### config.mk
export PLATFORM = sky130hd
export DESIGN_NAME = indexed_insert_erase_array
export DESIGN_NICKNAME = d
export VERILOG_FILES = /design/src/design/iiea_pkg.sv /design/src/design/iiea_ram.sv /design/src/design/iiea_ctrl.sv /design/src/design/iiea_dp.sv /design/src/design/indexed_insert_erase_array.sv
export SDC_FILE = /design/constraint.sdc
export NUM_CORES = 1
export LEC_CHECK = 0
export BUFFER_PORTS_ARGS = -buffer_cell sky130_fd_sc_hd__buf_2
export CORE_MARGIN = 1
export CORE_UTILIZATION = 30
export CTS_CLUSTER_DIAMETER = 60
export CTS_CLUSTER_SIZE = 25
export DETAILED_ROUTE_END_ITERATION = 12
export GPL_TIMING_DRIVEN = 0
export PLACE_DENSITY = 0.44
export SLEW_MARGIN = 15
export SYNTH_ARGS = -nofsm -noshare
export SYNTH_HDL_FRONTEND = slang
export SYNTH_SLANG_ARGS = --single-unit
### constraint.sdc
create_clock -name i_clk -period 9.9 [get_ports i_clk]
set_input_delay 0.99 -clock i_clk [delete_from_list [all_inputs] [get_ports i_clk]]
set_output_delay 0.99 -clock i_clk [all_outputs]
set_load 0.02 [all_outputs]
### src/design/iiea_pkg.sv
// Package for the indexed insert/erase array.
// Holds request and status codes and the controller/datapath interface structs.
// No dependencies.
`timescale 1ns / 1ps

package iiea_pkg;

    localparam logic [2:0] REQ_PUSH   = 3'd0;
    localparam logic [2:0] REQ_POP    = 3'd1;
    localparam logic [2:0] REQ_INSERT = 3'd2;
    localparam logic [2:0] REQ_ERASE  = 3'd3;
    localparam logic [2:0] REQ_READ   = 3'd4;
    localparam logic [2:0] REQ_CLEAR  = 3'd5;

    localparam logic ST_OK  = 1'b0;
    localparam logic ST_ERR = 1'b1;

    localparam int REQ_BITS   = 3;
    localparam int POS_BITS   = 5;
    localparam int VALUE_BITS = 32;
    localparam int COUNT_BITS = 5;

    typedef struct packed {
        logic latch;
        logic init_up;
        logic init_dn;
        logic rd_issue;
        logic shift_rd;
        logic shift_wr;
        logic apply;
        logic emit;
    } t_cmd;

    typedef struct packed {
        logic shift_up;
        logic shift_dn;
        logic rd_ok;
        logic shift_last;
        logic out_free;
    } t_stat;

endpackage

### src/design/iiea_ram.sv
// Generic memory with one write port and one registered read port.
// No dependencies.
`timescale 1ns / 1ps

module iiea_ram #(
    parameter int WIDTH = 32,
    parameter int DEPTH = 16
) (
    input  logic                     i_clk,
    input  logic                     i_we,
    input  logic [$clog2(DEPTH)-1:0] i_waddr,
    input  logic [WIDTH-1:0]         i_wdata,
    input  logic                     i_re,
    input  logic [$clog2(DEPTH)-1:0] i_raddr,
    output logic [WIDTH-1:0]         o_rdata
);

    logic [WIDTH-1:0] r_mem [DEPTH];
    logic [WIDTH-1:0] r_rdata;

    always_ff @(posedge i_clk) begin
        if (i_we) begin
            r_mem[i_waddr] <= i_wdata;
        end
        if (i_re) begin
            r_rdata <= r_mem[i_raddr];
        end
    end

    assign o_rdata = r_rdata;

endmodule

### src/design/iiea_ctrl.sv
// Controller state machine for the indexed insert/erase array.
// Depends on iiea_pkg for the command and status structs.
`timescale 1ns / 1ps

module iiea_ctrl
    import iiea_pkg::*;
(
    input  logic  i_clk,
    input  logic  i_rst_n,
    input  logic  i_valid,
    output logic  o_ready,
    input  t_stat i_stat,
    output t_cmd  o_cmd
);

    typedef enum logic [6:0] {
        S_IDLE   = 7'b0000001,
        S_DECIDE = 7'b0000010,
        S_RD     = 7'b0000100,
        S_WR     = 7'b0001000,
        S_APPLY  = 7'b0010000,
        S_RDWAIT = 7'b0100000,
        S_DONE   = 7'b1000000
    } t_state;

    t_state r_state;
    t_state n_state;

    always_comb begin
        n_state = r_state;
        o_cmd   = '0;
        unique case (r_state)
            S_IDLE: begin
                if (i_valid) begin
                    o_cmd.latch = 1'b1;
                    n_state     = S_DECIDE;
                end
            end
            S_DECIDE: begin
                if (i_stat.shift_up) begin
                    o_cmd.init_up = 1'b1;
                    n_state       = S_RD;
                end else if (i_stat.shift_dn) begin
                    o_cmd.init_dn = 1'b1;
                    n_state       = S_RD;
                end else if (i_stat.rd_ok) begin
                    o_cmd.rd_issue = 1'b1;
                    n_state        = S_RDWAIT;
                end else begin
                    o_cmd.apply = 1'b1;
                    n_state     = S_DONE;
                end
            end
            S_RD: begin
                o_cmd.shift_rd = 1'b1;
                n_state        = S_WR;
            end
            S_WR: begin
                o_cmd.shift_wr = 1'b1;
                n_state        = i_stat.shift_last ? S_APPLY : S_RD;
            end
            S_APPLY, S_RDWAIT: begin
                o_cmd.apply = 1'b1;
                n_state     = S_DONE;
            end
            S_DONE: begin
                if (i_stat.out_free) begin
                    o_cmd.emit = 1'b1;
                    n_state    = S_IDLE;
                end
            end
            default: begin
                n_state = S_IDLE;
            end
        endcase
    end

    always_ff @(posedge i_clk) begin
        if (!i_rst_n) begin
            r_state <= S_IDLE;
        end else begin
            r_state <= n_state;
        end
    end

    assign o_ready = (r_state == S_IDLE);

endmodule

### src/design/iiea_dp.sv
// Datapath for the indexed insert/erase array: request registers, count,
// shift index, element memory and output register. Depends on iiea_pkg, iiea_ram.
`timescale 1ns / 1ps

module iiea_dp
    import iiea_pkg::*;
#(
    parameter int DEPTH     = 16,
    parameter int ELEM_BITS = 32
) (
    input  logic                  i_clk,
    input  logic                  i_rst_n,
    input  t_cmd                  i_cmd,
    output t_stat                 o_stat,
    input  logic [REQ_BITS-1:0]   i_req_type,
    input  logic [POS_BITS-1:0]   i_position,
    input  logic [VALUE_BITS-1:0] i_write_value,
    output logic                  o_valid,
    input  logic                  i_ready,
    output logic                  o_status,
    output logic [VALUE_BITS-1:0] o_read_value,
    output logic [COUNT_BITS-1:0] o_count
);

    localparam int AW   = $clog2(DEPTH);
    localparam int CW   = $clog2(DEPTH + 1);
    localparam int CMPW = (CW > POS_BITS) ? CW : POS_BITS;
    localparam int MAXW = (ELEM_BITS > VALUE_BITS) ? ELEM_BITS : VALUE_BITS;

    logic [REQ_BITS-1:0]   r_req;
    logic [POS_BITS-1:0]   r_pos;
    logic [ELEM_BITS-1:0]  r_data;
    logic [CW-1:0]         r_count;
    logic [CW-1:0]         n_count;
    logic [AW-1:0]         r_idx;
    logic                  r_up;
    logic                  r_res_status;
    logic [VALUE_BITS-1:0] r_res_rdval;
    logic [COUNT_BITS-1:0] r_res_count;
    logic                  r_out_valid;
    logic                  r_out_status;
    logic [VALUE_BITS-1:0] r_out_rdval;
    logic [COUNT_BITS-1:0] r_out_count;

    logic [CMPW-1:0]       count_x;
    logic [CMPW-1:0]       pos_x;
    logic [CMPW-1:0]       idx_x;
    logic [CMPW-1:0]       ncount_x;
    logic [AW-1:0]         count_a;
    logic [AW-1:0]         pos_a;
    logic [MAXW-1:0]       wval_x;
    logic [MAXW-1:0]       rdata_x;
    logic                  full;
    logic                  ins_ok;
    logic                  pos_lt;
    logic                  ok;

    logic                  ram_we;
    logic [AW-1:0]         ram_waddr;
    logic [ELEM_BITS-1:0]  ram_wdata;
    logic                  ram_re;
    logic [AW-1:0]         ram_raddr;
    logic [ELEM_BITS-1:0]  ram_rdata;

    assign count_x = CMPW'(r_count);
    assign pos_x   = CMPW'(r_pos);
    assign idx_x   = CMPW'(r_idx);
    assign count_a = count_x[AW-1:0];
    assign pos_a   = pos_x[AW-1:0];
    assign wval_x  = MAXW'(i_write_value);
    assign rdata_x = MAXW'(ram_rdata);
    assign full    = (r_count == CW'(DEPTH));
    assign ins_ok  = (pos_x <= count_x) && !full;
    assign pos_lt  = (pos_x < count_x);

    always_comb begin
        unique case (r_req) inside
            REQ_PUSH:             ok = !full;
            REQ_POP, REQ_CLEAR:   ok = 1'b1;
            REQ_INSERT:           ok = ins_ok;
            REQ_ERASE, REQ_READ:  ok = pos_lt;
            default:              ok = 1'b0;
        endcase
    end

    always_comb begin
        n_count = r_count;
        if (ok) begin
            unique case (r_req) inside
                REQ_PUSH, REQ_INSERT: n_count = r_count + CW'(1);
                REQ_POP:              n_count = (r_count != '0) ? r_count - CW'(1) : r_count;
                REQ_ERASE:            n_count = r_count - CW'(1);
                REQ_CLEAR:            n_count = '0;
                default:              n_count = r_count;
            endcase
        end
    end

    assign ncount_x = CMPW'(n_count);

    always_comb begin
        o_stat.shift_up = (r_req == REQ_INSERT) && ins_ok && (pos_x != count_x);
        o_stat.shift_dn = (r_req == REQ_ERASE) && pos_lt
                          && ({1'b0, pos_x} + (CMPW + 1)'(1) < {1'b0, count_x});
        o_stat.rd_ok    = (r_req == REQ_READ) && pos_lt;
        if (r_up) begin
            o_stat.shift_last = ({1'b0, idx_x} == {1'b0, pos_x} + (CMPW + 1)'(1));
        end else begin
            o_stat.shift_last = ({1'b0, idx_x} + (CMPW + 1)'(2) == {1'b0, count_x});
        end
        o_stat.out_free = !r_out_valid || i_ready;
    end

    always_comb begin
        ram_we    = i_cmd.shift_wr
                    || (i_cmd.apply && ok && (r_req == REQ_PUSH || r_req == REQ_INSERT));
        ram_waddr = i_cmd.shift_wr ? r_idx : ((r_req == REQ_PUSH) ? count_a : pos_a);
        ram_wdata = i_cmd.shift_wr ? ram_rdata : r_data;
        ram_re    = i_cmd.rd_issue || i_cmd.shift_rd;
        if (i_cmd.shift_rd) begin
            ram_raddr = r_up ? r_idx - AW'(1) : r_idx + AW'(1);
        end else begin
            ram_raddr = pos_a;
        end
    end

    iiea_ram #(
        .WIDTH (ELEM_BITS),
        .DEPTH (DEPTH)
    ) u_ram (
        .i_clk   (i_clk),
        .i_we    (ram_we),
        .i_waddr (ram_waddr),
        .i_wdata (ram_wdata),
        .i_re    (ram_re),
        .i_raddr (ram_raddr),
        .o_rdata (ram_rdata)
    );

    always_ff @(posedge i_clk) begin
        if (i_cmd.latch) begin
            r_req  <= i_req_type;
            r_pos  <= i_position;
            r_data <= wval_x[ELEM_BITS-1:0];
        end
        if (i_cmd.init_up) begin
            r_idx <= count_a;
            r_up  <= 1'b1;
        end else if (i_cmd.init_dn) begin
            r_idx <= pos_a;
            r_up  <= 1'b0;
        end else if (i_cmd.shift_wr) begin
            r_idx <= r_up ? r_idx - AW'(1) : r_idx + AW'(1);
        end
        if (i_cmd.apply) begin
            r_res_status <= ok ? ST_OK : ST_ERR;
            r_res_rdval  <= o_stat.rd_ok ? rdata_x[VALUE_BITS-1:0] : '0;
            r_res_count  <= ncount_x[COUNT_BITS-1:0];
        end
        if (i_cmd.emit) begin
            r_out_status <= r_res_status;
            r_out_rdval  <= r_res_rdval;
            r_out_count  <= r_res_count;
        end
    end

    always_ff @(posedge i_clk) begin
        if (!i_rst_n) begin
            r_count     <= '0;
            r_out_valid <= 1'b0;
        end else begin
            if (i_cmd.apply) begin
                r_count <= n_count;
            end
            if (i_cmd.emit) begin
                r_out_valid <= 1'b1;
            end else if (r_out_valid && i_ready) begin
                r_out_valid <= 1'b0;
            end
        end
    end

    assign o_valid      = r_out_valid;
    assign o_status     = r_out_status;
    assign o_read_value = r_out_rdval;
    assign o_count      = r_out_count;

endmodule

### src/design/indexed_insert_erase_array.sv
// Indexed insert/erase array: push, pop, insert, erase, read and clear on an ordered array.
// Push, pop, clear and rejected requests pass through S_DECIDE and S_DONE before o_valid;
// a read adds S_RDWAIT. Insert and erase add an S_RD/S_WR pair per moved element, plus
// S_APPLY when any moves. The result is registered once the output register is free, and
// the next beat is then accepted even if that result is not yet taken.
// Reset empties the array and the output register; the element memory is not cleared.
`timescale 1ns / 1ps

module indexed_insert_erase_array
    import iiea_pkg::*;
#(
    parameter int DEPTH     = 16,
    parameter int ELEM_BITS = 32
) (
    input  logic                  i_clk,
    input  logic                  i_rst_n,
    input  logic                  i_valid,
    output logic                  o_ready,
    input  logic [REQ_BITS-1:0]   i_req_type,
    input  logic [POS_BITS-1:0]   i_position,
    input  logic [VALUE_BITS-1:0] i_write_value,
    output logic                  o_valid,
    input  logic                  i_ready,
    output logic                  o_status,
    output logic [VALUE_BITS-1:0] o_read_value,
    output logic [COUNT_BITS-1:0] o_count
);

    t_cmd  cmd;
    t_stat stat;

    iiea_ctrl u_ctrl (
        .i_clk   (i_clk),
        .i_rst_n (i_rst_n),
        .i_valid (i_valid),
        .o_ready (o_ready),
        .i_stat  (stat),
        .o_cmd   (cmd)
    );

    iiea_dp #(
        .DEPTH     (DEPTH),
        .ELEM_BITS (ELEM_BITS)
    ) u_dp (
        .i_clk         (i_clk),
        .i_rst_n       (i_rst_n),
        .i_cmd         (cmd),
        .o_stat        (stat),
        .i_req_type    (i_req_type),
        .i_position    (i_position),
        .i_write_value (i_write_value),
        .o_valid       (o_valid),
        .i_ready       (i_ready),
        .o_status      (o_status),
        .o_read_value  (o_read_value),
        .o_count       (o_count)
    );

endmodule
==> Flow_metrics.wiki <==
{| class="wikitable"
! Metric !! Value
|-
| Clock share of power || 0.411
|-
| Count of TritonRoute iterations in the first routing pass || 8
|-
| Avg Vias per Cell || 5.63
|-
| Category of the worst setup path launch point || flop
|-
| Highest net fanout along the worst path || 15
|-
| First-pass GRT wire length || ~160000 um
|-
| Switching power share of the total || 0.260
|-
| Max-cap check violation count || 0
|-
| Clock tree from TritonCTS || done
|-
| Average cell area after synthesis || roughly 13 um2
|-
| Clock-pin slew reported for the worst setup and hold paths after clock tree synthesis || roughly 70 ps
|-
| Net count of the mapped netlist || ~2300
|-
| Count of final max-slew check failures || 0
|-
| Final weighted congestion in routability-driven placement || 0.888
|-
| Status || completed
|-
| Top library cells by usage in the layout, fill and taps aside || edfxtp_1, nand2_1, clkbuf_1, nor3_1, buf_2
|-
| Starting utilization of the core area || 0.304
|-
| Dominant cells by area after synthesis || edfxtp_1, mux4_2, nand2_1
|-
| Clock sink count || ~680
|-
| Sequential Power Share || 0.496
|-
| Floorplan die area || a little over 100000 um2
|-
| First-iteration detailed-routing DRC count || between 2000 and 3000
|-
| Final hold vios || 0
|-
| Gates resized, CTS repair || 0
|-
| Number of synthesized flops with an enable pin || 664
|-
| Required time at the endpoint of the critical path || between 10000 and 15000 ps
|-
| Switch Pwr || about 1.7 mW
|-
| Placed insts || 3745
|-
| Type of the setup path with the least slack || flop to flop
|-
| Hold buffer count at CTS || 0
|-
| Antenna violations before repair || 0
|-
| Warnings from Yosys || 0
|-
| Number of placed I/O pins || 84
|-
| DRC violations left || 0
|-
| Number of post-CTS setup repair buffers || 0
|-
| Async SR Flop Fraction || 0
|-
| Library cell occupying the most area in the post-synthesis netlist || edfxtp_1
|-
| Number of flip-flops and latches in the synthesized netlist || between 600 and 700
|-
| Die height || 321 um
|-
| Final setup vio count || 0
|-
| Unrepaired setup endpoints after global routing || false
|-
| TritonCTS Buffers || between 60 and 70
|-
| Relative slew slack || 0.164
|-
| Static Leakage || around 12 nW
|-
| Aggregate global routing overflow || 0
|-
| Share of the cycle needed by the critical path after routing || 0.636
|-
| Via count of the first global-routing pass || roughly 22000
|-
| Ratio of cells with drive above 1 in the final layout || 0.152
|-
| Overall routing resource usage || 0.220
|-
| Row Count || between 100 and 150
|-
| Most common cell after layout, fill and taps aside || edfxtp_1
|-
| Clock latency reported for the late side of the worst-skew pair || 650 ps
|-
| Sequential-to-total area share from yosys stat || 0.663
|-
| Power density relative to cell area || approximately 180 nW/um2
|-
| Pin count of the biggest net entering global routing || 23
|-
| Net count, final || between 2000 and 3000
|-
| Horiz. Die Dim || between 300 and 400 um
|-
| Gate count of the mapped netlist || around 2300
|-
| Placeable core area || between 100000 and 150000 um2
|-
| Critical path data arrival time || 6680 ps
|-
| Port buffer count || 82
|-
| Part of the power in combinational logic || 0.094
|-
| Main flop type after synthesis || edfxtp_1
|-
| Cell at the root of the clock tree || clkbuf_16
|-
| Vias after detailed routing || around 22000
|-
| Filler-free cell count of the finished design || about 3900
|-
| Residual antenna-violating net count after detailed routing || 0
|-
| Int Pwr || approximately 4.8 mW
|-
| Maximum buffer depth of the clock tree || 3
|-
| Netlist Area Pre-Place || 30500 um2
|-
| Max Clock Skew || 40.5 ps
|-
| Aggregate routed wire length || 114000 um
|-
| Max IR drop VDD || 0.000109 V
|-
| Overall power after layout || between 6 and 7 mW
|-
| Type of element capturing the critical path || flop
|-
| Detail-routed net length per standard cell || about 30 um
|-
| Min-Delay Path Class || flop to flop
|-
| Achievable clock frequency || between 150 and 200 MHz
|-
| Transition time at the pin with the least slew margin || 1250 ps
|-
| Area added between synthesis and finish || 18.4%
|-
| Utilization of the core after routing || 0.360
|-
| Depth of the CTS H-tree || 3
|-
| Count of cell types in the netlist || just over 70
|-
| HPWL reported at the end of detailed placement || between 70000 and 80000 um
|-
| Time the final worst path needs with I/O delays and setup || 6300 ps
|-
| Top-area cell type share of the netlist area || 0.653
|}
-- stage by stage --
stage / worst slack, ps / hold WS [ps] / setup TNS (ps) / instance area (um2)
final: 3600 / 412 / 0 / 36100
after global routing: 3490 / 422 / 0 / 36100
after CTS: 3630 / 419 / 0 / 36100
after detailed placement: 3650 / 405 / 0 / 33900
after global placement: -114 / 405 / -3110 / 32600
after floorplan: 5200 / 400 / 0 / 30500
-- final cells by class --
cell class                      instances  area [um2]
Antenna cell                            2        5.00
Buffer                                184         778
Clock buffer                           72        1720
Clock inverter                         46         523
Fill cell                            9717       64300
Inverter                               11        41.3
Multi-Input combinational cell       1391        9750
Sequential cell                       678       20200
Tap cell                             1357        1700
Timing Repair Buffer                  124        1390
-- critical path, stage by stage, from the launching register on --
cell,delay [ps]
edfxtp_1,360
clkbuf_1,490
clkbuf_1,710
clkbuf_1,780
clkbuf_1,830
nand3_1,220
xnor2_1,190
ha_1,290
o2111ai_1,130
nand4_1,150
o221a_2,340
o221ai_1,830
a21oi_4,270
buf_16,250
buf_16,170
-- synthesized netlist by cell type (all sizes together), types with 2 or more instances --
master	number
edfxtp	664
nand2	285
clkbuf	136
nor3	121
a21oi	109
a211oi	105
a31oi	92
o21ai	81
mux2i	70
o22ai	65
mux4	62
buf	48
and3	39
nand2b	38
nor2b	36
nand3b	35
a22o	33
a311oi	31
nor4	30
nor2	25
ha	16
dfxtp	14
nand3	13
xnor2	12
inv	10
mux2	10
nor3b	9
or3	6
a2111oi	5
a21o	5
o221ai	5
o31ai	5
xor2	5
a211o	3
and2	3
nand4	3
o211ai	3
o21a	3
or2	3
a221oi	2
o32ai	2
or4	2
-- power groups by stage --
stage / clock network, mW / registers (mW) / logic, mW
after floorplan: 0 / 3.26 / 0.327
after global placement: 0 / 3.27 / 0.572
after detailed placement: 0 / 3.26 / 0.595
after CTS: 2.71 / 3.20 / 0.597
after global routing: 2.81 / 3.20 / 0.635
final: 2.65 / 3.20 / 0.604
-- path summary, 6_finish.rpt --
path | end | cells after the start | slack (ps) | startpoint
worst max-delay path | u_dp.u_ram.r_mem[5][25] | 14 | 3600 | u_dp.pos_x[2]
worst min-delay path | u_dp.o_count[2] | 0 | 410 | u_dp.r_res_count[2]
worst max register to register | u_dp.u_ram.r_mem[5][25] | 14 | 3600 | u_dp.pos_x[2]
worst min register to register | u_dp.o_count[2] | 0 | 410 | u_dp.r_res_count[2]
-- registers in the layout (all words and copies together) (netlist names), 7 cells and up --
signal,count
u_dp.u_ram.r_mem,512
u_dp.r_res_rdval,32
u_dp.r_data,32
u_dp.o_read_value,32
u_ctrl.r_state,7
u_dp.u_ram.o_rdata,32
-- per-layer routing --
metal / track usage / vias to the layer above / wire length, um
li1: - / 9345 / -
met4: 0.104 / 0 / 5230
met3: 0.0365 / 244 / 8290
met2: 0.358 / 1000 / 53700
met5: 0 / - / 0
met1: 0.285 / 11181 / 46800
-- logic make-up (layout without fill, tap and decap cells) --
family | Yosys count | after routing | synth area share
adders and majority gates | 17 | 17 | 0.00722
other | 0 | 2 | 0
xor gates and xnor gates | 17 | 17 | 0.00488
DFF | 678 | 678 | 0.663
muxes | 142 | 142 | 0.0725
buffers and inverters | 195 | 437 | 0.0263
AOI/OAI and AO/OA | 562 | 562 | 0.121
and+or+nand+nor | 653 | 653 | 0.106
(Power assumes the default switching activity.)
